[src/sha256_pkg.sv]
`default_nettype none
package sha256_pkg;

   localparam int ROUNDS     = 64;
   localparam int RND_W      = $clog2(ROUNDS);
   localparam int BUF_WORDS  = 16;
   localparam int BUF_AW     = $clog2(BUF_WORDS);
   localparam int CMD_DEPTH  = 4;
   localparam int CMD_PTR_W  = $clog2(CMD_DEPTH);
   localparam int CMD_CNT_W  = CMD_PTR_W + 1;

   localparam logic [7:0] PAD_MARK    = 8'h80;
   localparam logic [5:0] LEN_POS     = 6'd56;
   localparam logic [5:0] LAST_POS    = 6'd63;
   localparam logic [2:0] LAST_INDEX  = 3'd7;

   typedef enum logic [1:0] {
      CMD_BYTE,
      CMD_BYTE_LAST,
      CMD_LAST
   } cmd_kind_type;

   typedef struct packed {
      cmd_kind_type kind;
      logic [7:0]   data;
   } cmd_type;

   typedef enum logic [2:0] {
      ST_IDLE,
      ST_PAD,
      ST_LOAD,
      ST_ROUND,
      ST_FOLD,
      ST_OUT
   } back_state_type;

   localparam logic [31:0] INIT_HASH [8] = '{
      32'h6a09e667, 32'hbb67ae85, 32'h3c6ef372, 32'ha54ff53a,
      32'h510e527f, 32'h9b05688c, 32'h1f83d9ab, 32'h5be0cd19
   };

   localparam logic [31:0] ROUND_K [64] = '{
      32'h428a2f98, 32'h71374491, 32'hb5c0fbcf, 32'he9b5dba5,
      32'h3956c25b, 32'h59f111f1, 32'h923f82a4, 32'hab1c5ed5,
      32'hd807aa98, 32'h12835b01, 32'h243185be, 32'h550c7dc3,
      32'h72be5d74, 32'h80deb1fe, 32'h9bdc06a7, 32'hc19bf174,
      32'he49b69c1, 32'hefbe4786, 32'h0fc19dc6, 32'h240ca1cc,
      32'h2de92c6f, 32'h4a7484aa, 32'h5cb0a9dc, 32'h76f988da,
      32'h983e5152, 32'ha831c66d, 32'hb00327c8, 32'hbf597fc7,
      32'hc6e00bf3, 32'hd5a79147, 32'h06ca6351, 32'h14292967,
      32'h27b70a85, 32'h2e1b2138, 32'h4d2c6dfc, 32'h53380d13,
      32'h650a7354, 32'h766a0abb, 32'h81c2c92e, 32'h92722c85,
      32'ha2bfe8a1, 32'ha81a664b, 32'hc24b8b70, 32'hc76c51a3,
      32'hd192e819, 32'hd6990624, 32'hf40e3585, 32'h106aa070,
      32'h19a4c116, 32'h1e376c08, 32'h2748774c, 32'h34b0bcb5,
      32'h391c0cb3, 32'h4ed8aa4a, 32'h5b9cca4f, 32'h682e6ff3,
      32'h748f82ee, 32'h78a5636f, 32'h84c87814, 32'h8cc70208,
      32'h90befffa, 32'ha4506ceb, 32'hbef9a3f7, 32'hc67178f2
   };

   function automatic logic [31:0] big_sig0(input logic [31:0] x);
      return {x[1:0], x[31:2]} ^ {x[12:0], x[31:13]} ^ {x[21:0], x[31:22]};
   endfunction

   function automatic logic [31:0] big_sig1(input logic [31:0] x);
      return {x[5:0], x[31:6]} ^ {x[10:0], x[31:11]} ^ {x[24:0], x[31:25]};
   endfunction

   function automatic logic [31:0] small_sig0(input logic [31:0] x);
      return {x[6:0], x[31:7]} ^ {x[17:0], x[31:18]} ^ {3'b000, x[31:3]};
   endfunction

   function automatic logic [31:0] small_sig1(input logic [31:0] x);
      return {x[16:0], x[31:17]} ^ {x[18:0], x[31:19]} ^ {10'b0, x[31:10]};
   endfunction

   function automatic logic [31:0] choose(input logic [31:0] e, input logic [31:0] f,
                                          input logic [31:0] g);
      return (e & f) ^ (~e & g);
   endfunction

   function automatic logic [31:0] major(input logic [31:0] a, input logic [31:0] b,
                                         input logic [31:0] c);
      return (a & b) ^ (a & c) ^ (b & c);
   endfunction

endpackage
`default_nettype wire

[src/sha256_req_if.sv]
`default_nettype none
interface sha256_req_if;
   logic       valid;
   logic       ready;
   logic [7:0] data_byte;
   logic       has_byte;
   logic       last;

   modport source (output valid, data_byte, has_byte, last, input ready);
   modport sink   (input valid, data_byte, has_byte, last, output ready);
endinterface
`default_nettype wire

[src/sha256_rsp_if.sv]
`default_nettype none
interface sha256_rsp_if;
   logic        valid;
   logic        ready;
   logic [31:0] digest_word;
   logic [2:0]  word_index;
   logic        last_word;

   modport source (output valid, digest_word, word_index, last_word, input ready);
   modport sink   (input valid, digest_word, word_index, last_word, output ready);
endinterface
`default_nettype wire

[src/sha256_ram.sv]
`default_nettype none
module sha256_ram #(
   parameter int WIDTH = 32,
   parameter int DEPTH = 16
) (
   input  wire logic                     clock,
   input  wire logic                     we,
   input  wire logic [$clog2(DEPTH)-1:0] waddr,
   input  wire logic [WIDTH-1:0]         wdata,
   input  wire logic [$clog2(DEPTH)-1:0] raddr,
   output logic      [WIDTH-1:0]         rdata
);

   logic [WIDTH-1:0] mem_ff [DEPTH];

   always_ff @(posedge clock) begin
      if (we) begin
         mem_ff[waddr] <= wdata;
      end
      rdata <= mem_ff[raddr];
   end

endmodule
`default_nettype wire

[src/sha256_front.sv]
`default_nettype none
module sha256_front import sha256_pkg::*; (
   sha256_req_if.sink req_port,
   output logic       push_valid,
   input  wire logic  push_ready,
   output cmd_type    push_cmd
);

   // items with neither a byte nor the last flag are taken and dropped
   assign req_port.ready = push_ready;
   assign push_valid     = req_port.valid && (req_port.has_byte || req_port.last);

   always_comb begin
      push_cmd.data = req_port.data_byte;
      if (!req_port.last) begin
         push_cmd.kind = CMD_BYTE;
      end else if (req_port.has_byte) begin
         push_cmd.kind = CMD_BYTE_LAST;
      end else begin
         push_cmd.kind = CMD_LAST;
      end
   end

endmodule
`default_nettype wire

[src/sha256_cmd_fifo.sv]
`default_nettype none
module sha256_cmd_fifo import sha256_pkg::*; (
   input  wire logic    clock,
   input  wire logic    reset,
   input  wire logic    push_valid,
   output logic         push_ready,
   input  wire cmd_type push_cmd,
   output logic         pop_valid,
   input  wire logic    pop_ready,
   output cmd_type      pop_cmd
);

   cmd_type                slot_ff [CMD_DEPTH];
   logic [CMD_PTR_W-1:0]   wr_ptr_ff, wr_ptr_in;
   logic [CMD_PTR_W-1:0]   rd_ptr_ff, rd_ptr_in;
   logic [CMD_CNT_W-1:0]   count_ff, count_in;
   logic                   push, pop;

   assign push_ready = count_ff != CMD_CNT_W'(CMD_DEPTH);
   assign pop_valid  = count_ff != '0;
   assign pop_cmd    = slot_ff[rd_ptr_ff];
   assign push       = push_valid && push_ready;
   assign pop        = pop_valid && pop_ready;

   always_comb begin
      wr_ptr_in = push ? wr_ptr_ff + 1'b1 : wr_ptr_ff;
      rd_ptr_in = pop ? rd_ptr_ff + 1'b1 : rd_ptr_ff;
      count_in  = count_ff + CMD_CNT_W'(push) - CMD_CNT_W'(pop);
   end

   always_ff @(posedge clock) begin
      if (reset) begin
         wr_ptr_ff <= '0;
         rd_ptr_ff <= '0;
         count_ff  <= '0;
      end else begin
         wr_ptr_ff <= wr_ptr_in;
         rd_ptr_ff <= rd_ptr_in;
         count_ff  <= count_in;
      end
   end

   always_ff @(posedge clock) begin
      if (push) begin
         slot_ff[wr_ptr_ff] <= push_cmd;
      end
   end

endmodule
`default_nettype wire

[src/sha256_back.sv]
`default_nettype none
module sha256_back import sha256_pkg::*; (
   input  wire logic    clock,
   input  wire logic    reset,
   input  wire logic    cmd_valid,
   output logic         cmd_ready,
   input  wire cmd_type cmd,
   sha256_rsp_if.source rsp_port
);

   back_state_type   state_ff, state_in;
   logic [5:0]       pos_ff, pos_in;
   logic [63:0]      count_ff, count_in;
   logic [23:0]      word_ff, word_in;
   logic [RND_W-1:0] rnd_ff, rnd_in;
   logic [2:0]       idx_ff, idx_in;
   logic             pad_ff, pad_in;
   logic             first_ff, first_in;
   logic             wrap_ff, wrap_in;
   logic             done_ff, done_in;
   logic [31:0]      chain_ff [8];
   logic [31:0]      chain_in [8];
   logic [31:0]      v_ff [8];
   logic [31:0]      v_in [8];
   logic [31:0]      win_ff [16];
   logic [31:0]      win_in [16];

   logic             pop;
   logic             wr_byte;
   logic             msg_byte;
   logic [7:0]       wr_data;
   logic [7:0]       pad_byte;
   logic [63:0]      bit_len;
   logic             ram_we;
   logic [BUF_AW-1:0] ram_waddr, ram_raddr;
   logic [31:0]      ram_rdata;
   logic [31:0]      w_cur, t1, t2;
   logic             rsp_take;

   sha256_ram #(.WIDTH(32), .DEPTH(BUF_WORDS)) u_buf (
      .clock (clock),
      .we    (ram_we),
      .waddr (ram_waddr),
      .wdata ({word_ff, wr_data}),
      .raddr (ram_raddr),
      .rdata (ram_rdata)
   );

   // padding byte: marker first, then zeros, then the bit length at 56..63
   assign bit_len = {count_ff[60:0], 3'b000};
   always_comb begin
      if (first_ff) begin
         pad_byte = PAD_MARK;
      end else if (pos_ff >= LEN_POS && !wrap_ff) begin
         pad_byte = 8'(bit_len >> {~pos_ff[2:0], 3'b000});
      end else begin
         pad_byte = 8'h00;
      end
   end

   // next state
   always_comb begin
      state_in = state_ff;
      case (state_ff)
         ST_IDLE: begin
            if (cmd_valid) begin
               case (cmd.kind)
                  CMD_LAST:      state_in = ST_PAD;
                  CMD_BYTE_LAST: state_in = (pos_ff == LAST_POS) ? ST_LOAD : ST_PAD;
                  default:       state_in = (pos_ff == LAST_POS) ? ST_LOAD : ST_IDLE;
               endcase
            end
         end
         ST_PAD:   state_in = (pos_ff == LAST_POS) ? ST_LOAD : ST_PAD;
         ST_LOAD:  state_in = ST_ROUND;
         ST_ROUND: state_in = (rnd_ff == RND_W'(ROUNDS - 1)) ? ST_FOLD : ST_ROUND;
         ST_FOLD:  state_in = !pad_ff ? ST_IDLE : (done_ff ? ST_OUT : ST_PAD);
         ST_OUT:   state_in = (rsp_port.ready && idx_ff == LAST_INDEX) ? ST_IDLE : ST_OUT;
         default:  state_in = ST_IDLE;
      endcase
   end

   // outputs
   always_comb begin
      cmd_ready = 1'b0;
      wr_byte   = 1'b0;
      msg_byte  = 1'b0;
      wr_data   = pad_byte;
      ram_raddr = '0;
      case (state_ff)
         ST_IDLE: begin
            cmd_ready = 1'b1;
            wr_data   = cmd.data;
            if (cmd_valid && cmd.kind != CMD_LAST) begin
               wr_byte  = 1'b1;
               msg_byte = 1'b1;
            end
         end
         ST_PAD:   wr_byte   = 1'b1;
         ST_ROUND: ram_raddr = rnd_ff[BUF_AW-1:0] + 1'b1;
         default: begin
         end
      endcase
   end

   assign pop       = cmd_valid && cmd_ready;
   assign ram_we    = wr_byte && pos_ff[1:0] == 2'b11;
   assign ram_waddr = pos_ff[5:2];
   assign rsp_take  = rsp_port.valid && rsp_port.ready;

   assign rsp_port.valid       = state_ff == ST_OUT;
   assign rsp_port.digest_word = chain_ff[idx_ff];
   assign rsp_port.word_index  = idx_ff;
   assign rsp_port.last_word   = idx_ff == LAST_INDEX;

   // round datapath
   always_comb begin
      if (rnd_ff < RND_W'(BUF_WORDS)) begin
         w_cur = ram_rdata;
      end else begin
         w_cur = win_ff[0] + small_sig0(win_ff[1]) + win_ff[9] + small_sig1(win_ff[14]);
      end
      t1 = v_ff[7] + big_sig1(v_ff[4]) + choose(v_ff[4], v_ff[5], v_ff[6])
           + ROUND_K[rnd_ff] + w_cur;
      t2 = big_sig0(v_ff[0]) + major(v_ff[0], v_ff[1], v_ff[2]);
   end

   // register next values
   always_comb begin
      pos_in   = pos_ff;
      count_in = count_ff;
      word_in  = word_ff;
      rnd_in   = rnd_ff;
      idx_in   = idx_ff;
      pad_in   = pad_ff;
      first_in = first_ff;
      wrap_in  = wrap_ff;
      done_in  = done_ff;
      chain_in = chain_ff;
      v_in     = v_ff;
      win_in   = win_ff;

      if (wr_byte) begin
         pos_in  = pos_ff + 1'b1;
         word_in = {word_ff[15:0], wr_data};
      end
      if (msg_byte) begin
         count_in = count_ff + 64'd1;
      end
      if (pop && cmd.kind != CMD_BYTE) begin
         pad_in   = 1'b1;
         first_in = 1'b1;
      end

      case (state_ff)
         ST_PAD: begin
            first_in = 1'b0;
            // marker too late for the length: one more block of zeros first
            if (first_ff && pos_ff >= LEN_POS) begin
               wrap_in = 1'b1;
            end
            if (pos_ff == LAST_POS && !first_ff && !wrap_ff) begin
               done_in = 1'b1;
            end
         end
         ST_LOAD: begin
            rnd_in = '0;
            v_in   = chain_ff;
         end
         ST_ROUND: begin
            rnd_in = rnd_ff + 1'b1;
            for (int i = 0; i < 15; i++) begin
               win_in[i] = win_ff[i + 1];
            end
            win_in[15] = w_cur;
            v_in[7] = v_ff[6];
            v_in[6] = v_ff[5];
            v_in[5] = v_ff[4];
            v_in[4] = v_ff[3] + t1;
            v_in[3] = v_ff[2];
            v_in[2] = v_ff[1];
            v_in[1] = v_ff[0];
            v_in[0] = t1 + t2;
         end
         ST_FOLD: begin
            wrap_in = 1'b0;
            for (int i = 0; i < 8; i++) begin
               chain_in[i] = chain_ff[i] + v_ff[i];
            end
         end
         ST_OUT: begin
            if (rsp_take) begin
               idx_in = idx_ff + 1'b1;
               if (idx_ff == LAST_INDEX) begin
                  chain_in = INIT_HASH;
                  count_in = '0;
                  pad_in   = 1'b0;
                  done_in  = 1'b0;
               end
            end
         end
         default: begin
         end
      endcase
   end

   always_ff @(posedge clock) begin
      if (reset) begin
         state_ff <= ST_IDLE;
         pos_ff   <= '0;
         count_ff <= '0;
         rnd_ff   <= '0;
         idx_ff   <= '0;
         pad_ff   <= 1'b0;
         first_ff <= 1'b0;
         wrap_ff  <= 1'b0;
         done_ff  <= 1'b0;
         chain_ff <= INIT_HASH;
      end else begin
         state_ff <= state_in;
         pos_ff   <= pos_in;
         count_ff <= count_in;
         rnd_ff   <= rnd_in;
         idx_ff   <= idx_in;
         pad_ff   <= pad_in;
         first_ff <= first_in;
         wrap_ff  <= wrap_in;
         done_ff  <= done_in;
         chain_ff <= chain_in;
      end
   end

   always_ff @(posedge clock) begin
      word_ff <= word_in;
      v_ff    <= v_in;
      win_ff  <= win_in;
   end

endmodule
`default_nettype wire

[src/sha256_stream_hash_core.sv]
// sha-256 over a byte stream: one byte per req word, digest as eight rsp words
// message bytes: written into the block buffer by the back end while idle; each full 64-byte block then
// runs one load, the rounds on the single round unit and one chain fold, and takes no bytes meanwhile
// last word: padding bytes through the length field, plus one or two compressions, then 8 digest words
// reset (synchronous): queue empty, count zero, chain at the initial hash, buffer not cleared
`default_nettype none
module sha256_stream_hash_core import sha256_pkg::*; (
   input wire logic     clock,
   input wire logic     reset,
   sha256_req_if.sink   req_port,
   sha256_rsp_if.source rsp_port
);

   // front end to queue
   logic    push_valid;
   logic    push_ready;
   cmd_type push_cmd;

   // queue to back end
   logic    cmd_valid;
   logic    cmd_ready;
   cmd_type cmd;

   // front: takes req words while the queue has room, drops empty ones, tags bytes and message ends
   sha256_front u_front (
      .req_port   (req_port),
      .push_valid (push_valid),
      .push_ready (push_ready),
      .push_cmd   (push_cmd)
   );

   // short queue so req words keep flowing while the round unit is busy, until the queue is full
   sha256_cmd_fifo u_fifo (
      .clock      (clock),
      .reset      (reset),
      .push_valid (push_valid),
      .push_ready (push_ready),
      .push_cmd   (push_cmd),
      .pop_valid  (cmd_valid),
      .pop_ready  (cmd_ready),
      .pop_cmd    (cmd)
   );

   // back: block buffer, padding sequencer, round unit and digest output
   sha256_back u_back (
      .clock     (clock),
      .reset     (reset),
      .cmd_valid (cmd_valid),
      .cmd_ready (cmd_ready),
      .cmd       (cmd),
      .rsp_port  (rsp_port)
   );

endmodule
`default_nettype wire

[src/flat_wrapper.sv]
// flat-port wrapper written by rule: the top's interface ports become plain ports
module sha256_stream_hash_core_flat import sha256_pkg::*;
  (clock, reset, req_port_valid, req_port_data_byte, req_port_has_byte, req_port_last, req_port_ready, rsp_port_valid, rsp_port_digest_word, rsp_port_word_index, rsp_port_last_word, rsp_port_ready);
  sha256_req_if req_port_i ();
  sha256_rsp_if rsp_port_i ();
  input wire logic clock;
  input wire logic reset;
  input wire logic [$bits(req_port_i.valid)-1:0] req_port_valid;
  input wire logic [$bits(req_port_i.data_byte)-1:0] req_port_data_byte;
  input wire logic [$bits(req_port_i.has_byte)-1:0] req_port_has_byte;
  input wire logic [$bits(req_port_i.last)-1:0] req_port_last;
  output wire logic [$bits(req_port_i.ready)-1:0] req_port_ready;
  output wire logic [$bits(rsp_port_i.valid)-1:0] rsp_port_valid;
  output wire logic [$bits(rsp_port_i.digest_word)-1:0] rsp_port_digest_word;
  output wire logic [$bits(rsp_port_i.word_index)-1:0] rsp_port_word_index;
  output wire logic [$bits(rsp_port_i.last_word)-1:0] rsp_port_last_word;
  input wire logic [$bits(rsp_port_i.ready)-1:0] rsp_port_ready;
  assign req_port_i.valid = req_port_valid;
  assign req_port_i.data_byte = req_port_data_byte;
  assign req_port_i.has_byte = req_port_has_byte;
  assign req_port_i.last = req_port_last;
  assign req_port_ready = req_port_i.ready;
  assign rsp_port_valid = rsp_port_i.valid;
  assign rsp_port_digest_word = rsp_port_i.digest_word;
  assign rsp_port_word_index = rsp_port_i.word_index;
  assign rsp_port_last_word = rsp_port_i.last_word;
  assign rsp_port_i.ready = rsp_port_ready;
  sha256_stream_hash_core u_core (.clock(clock), .reset(reset), .req_port(req_port_i), .rsp_port(rsp_port_i));
endmodule
[config.mk]
export PLATFORM = sky130hd
export DESIGN_NAME = sha256_stream_hash_core_flat
export DESIGN_NICKNAME = d
export VERILOG_FILES = /design/src/sha256_pkg.sv /design/src/sha256_req_if.sv /design/src/sha256_rsp_if.sv /design/src/sha256_ram.sv /design/src/sha256_front.sv /design/src/sha256_cmd_fifo.sv /design/src/sha256_back.sv /design/src/sha256_stream_hash_core.sv /design/src/flat_wrapper.sv
export SDC_FILE = /design/constraint.sdc
export NUM_CORES = 2
export LEC_CHECK = 0
export BUFFER_PORTS_ARGS = -buffer_cell sky130_fd_sc_hd__buf_2
export CORE_ASPECT_RATIO = 0.6
export CORE_MARGIN = 2
export CORE_UTILIZATION = 50
export CTS_CLUSTER_SIZE = 24
export DETAILED_ROUTE_END_ITERATION = 6
export PLACE_DENSITY = 0.65
export SKIP_LAST_GASP = 1
export SYNTH_ARGS = -nofsm -noshare
export SYNTH_HDL_FRONTEND = slang
export SYNTH_SLANG_ARGS = --single-unit
[constraint.sdc]
create_clock -name clock -period 26.9 [get_ports clock]
set_input_delay 2.69 -clock clock [delete_from_list [all_inputs] [get_ports clock]]
set_output_delay 2.69 -clock clock [all_outputs]
set_load 0.01 [all_outputs]
==> results.py <==
metrics = {
    "outcome": {
        "outcome": "complete, but fails checks",
        "violations": "max-capacitance violations, max-slew violations",
    },
    "yosys": {
        "ys.flop_type": "edfxtp_1",
        "synth.most_common_cell": "edfxtp_1",
        "synth_edf_count": 1344,
        "netlist_instances": 8176,
        "synth_cell_type_count": 87,
        "synth_common_cells": "1344 x edfxtp_1, 1033 x nand2_1, 552 x a21oi_1",
        "yosysSeqAreaShare_pct": 51.99,
        "async_flop_share_pct": 0,
        "synth.avg_cell_area_um2": 11.28,
        "ys_ff_latch": 1724,
        "netlist_area_um2": 92260,
        "yosys_warnings": 0,
        "syn_nets": 8809,
        "synth_top_cell_by_area": "edfxtp_1",
        "yosysTopAreaCellShare_pct": 43.75,
        "synth_area_leaders": "edfxtp_1 44%, dfxtp_1 8.2%, ha_1 5.7%",
    },
    "detailed_routing": {
        "routed.top_layer": "met5",
        "wl_met3_mm": 45.29,
        "drt_iter0_markers": 9978,
        "vias": 66520,
        "routed_wl_mm": 299.6,
        "wire_per_inst_um": 27.85,
        "met1_length_mm": 141.8,
        "first_pass_iters": 6,
        "ant_nets": 0,
        "vias_per_cell": 6.184,
        "wl_met2_mm": 107.6,
        "remaining_drc_errors": 0,
    },
    "die": {
        "core-area_um2": 183800,
        "die_w_um": 558.5,
        "die_area_um2": 188100,
        "pin_count": 52,
        "die_y_um": 336.7,
        "start_util_pct": 50.20,
        "row_count": 122,
    },
    "worst_setup_path": {
        "critical_path_peak_fanout": 5,
        "startpoint_type": "flop",
        "critical_path.max_stage_delay_ns": 0.56,
        "rr_worst_depth": 48,
        "endpoint_kind": "flop",
        "cp_top_family": "adder cells",
        "arrival_ns": 12.51,
        "reg2reg_from": "u_core.u_back.win_ff[456]",
        "worst-path-buf-inv": 7,
        "r2r-end": "u_core.u_back.v_ff[255]",
        "critPathKind": "reg2reg",
        "worstPathRequired_ns": 27.59,
        "critPathSlowestCell": "fa_1",
        "reg2reg_setup_slack_ns": 15.07,
    },
    "min_path": {
        "whs_endpoint": "u_core.u_back.win_ff[123]",
        "hold_depth": 0,
        "hold_path_class": "reg2reg",
        "min_from": "u_core.u_back.win_ff[91]",
    },
    "sta": {
        "finalSetupViolations": 0,
        "finalSetupTns_ns": 0,
        "slew_headroom_pct": -4.198,
        "slew_violations": 3,
        "period_minus_slack_ns": 11.83,
        "hold_violations": 0,
        "fin_worst_skew_ns": 0.06423,
        "finalCritPeriodShare_pct": 43.96,
        "rsz0062_at_grt": "false",
        "tightest_slew_ns": 1.549,
        "max_freq_ghz": 0.08456,
    },
    "final_layout": {
        "fillers": 15690,
        "drive_above_1_share_pct": 10.07,
        "nets": 8774,
        "fin_area_um2": 100900,
        "multi_input_area_um2": 41210,
        "seqCellArea_um2": 47990,
        "area_growth_pct": 9.328,
    },
    "place": {
        "portBuffers": 51,
        "dp.final_hpwl_mm": 210.9,
        "place_congestion": 1.003,
        "post_dp_cell_area_um2": 95460,
    },
    "power": {
        "p_leak_nw": 37.85,
        "power.total_w": 0.006189,
        "ir_worst_vdd_mv": 0.06535,
        "power.density_nw_per_um2": 61.36,
    },
    "clock_tree": {
        "cts_root_buf": "clkbuf_16",
        "tritoncts": "built",
        "cts_buffer_depth": 4,
        "cts_resized": 0,
        "cts_made_buffers": 172,
        "clock-sinks": 1724,
        "worstSkewPairLatency_ns": 0.85,
        "htree_levels": 4,
        "post_cts_buffers": 0,
        "cts_hold_buf": 0,
        "clk_pin_slew_ns": 0.07,
    },
    "global_routing": {
        "grt_usage_pct": 31.41,
        "grt_pass1_wl_mm": 430.2,
        "antenna_found_initial": 15,
        "grt_max_degree": 195,
        "grt_pass1_vias": 60760,
        "overflow": 0,
    },
    "job": {
        "maxCapViolations": 1,
    },
}
## worst max-delay path by stage
stage / depth (start not counted) / end / slack, ns / startpoint
global route: 48 / u_core.u_back.v_ff[255] / 14.51 / u_core.u_back.win_ff[456]
global placement: 48 / u_core.u_back.v_ff[255] / 15.31 / u_core.u_back.win_ff[456]
detailed placement: 48 / u_core.u_back.v_ff[255] / 15.39 / u_core.u_back.win_ff[452]
finish: 48 / u_core.u_back.v_ff[255] / 15.07 / u_core.u_back.win_ff[456]
CTS: 48 / u_core.u_back.v_ff[255] / 15.32 / u_core.u_back.win_ff[456]
floorplan: 6 / u_core.u_back.win_ff[0] / 4.64 / u_core.u_back.state_ff[2]
## cell families (layout without fill, tap and decap cells)
family,count (synthesis),in the layout,share of synthesized area (%)
fa+ha+maj,624,624,10.06
compound gates,1847,1847,12.47
simple gates,2065,2065,9.933
other cells,0,4,0
xor+xnor,628,628,5.977
buf+inv,886,983,3.609
flops,1724,1724,51.99
mux,402,402,5.954
## metal layers
layer  up-vias  global-route usage [%]
met5         -                  0.9114
met4        12                   5.215
met3       356                   12.61
met2      3773                   37.35
met1     33010                   51.74
li1      29370                       -
## power breakdown
part / total, W / switching [W] / internal, W
registers: 0.00315 / 0.000109 / 0.00304
logic: 0.000656 / 0.000428 / 0.000227
clock network: 0.00239 / 0.00107 / 0.00131
total: 0.00619 / 0.00161 / 0.00458
## final cells by class
type | count | area share [%]
inverters | 487 | 1.829
repair buffers | 190 | 1.306
diodes | 4 | 0.009924
well taps | 2480 | 3.076
clock inverters | 76 | 0.6451
flip-flops and latches | 1724 | 47.58
multi-input cells | 5566 | 40.85
clock buffers | 230 | 4.702
## sequential cells by signal, summed over array words and instances (netlist names), 6 cells and up, named ones only
signal,flops
u_core.u_back.u_buf.mem_ff,512
u_core.u_back.rnd_ff,6
u_core.u_back.v_ff,256
u_core.u_back.u_buf.rdata,32
u_core.u_back.count_ff,61
u_core.u_fifo.slot_ff,40
u_core.u_back.win_ff,512
u_core.u_back.chain_ff,256
u_core.u_back.word_ff,24
u_core.u_back.pos_ff,6
## per-stage QoR
stage	util [%]	cells	hold WS [ns]	worst slack, ns
CTS	54.87	10750	0.3834	15.32
finish	54.88	10760	0.3828	15.07
detailed placement	51.94	10450	0.4045	15.39
floorplan	-	8176	0.4003	4.639
global placement	51.94	10450	0.4002	15.31
global route	54.88	10750	0.3811	14.51
## cells in the final DEF, fill, tap and decap left out, types with 53 or more instances in the layout
master	instances
dfxtp_1	372
inv_1	480
clkbuf_16	175
mux4_2	96
buf_4	138
o31ai_1	53
fa_1	198
a21o_1	203
nor2_1	386
a22oi_1	59
nor3_1	91
and3_1	77
o21ai_0	438
nor2b_1	57
xnor2_1	383
nand3_1	123
o22ai_1	91
nand2_1	1028
a21oi_1	551
edfxtp_1	1344
ha_1	419
xor2_1	244
nand2b_1	96
mux2i_1	92
mux2_2	214
Power figures use the tool's default switching activity.
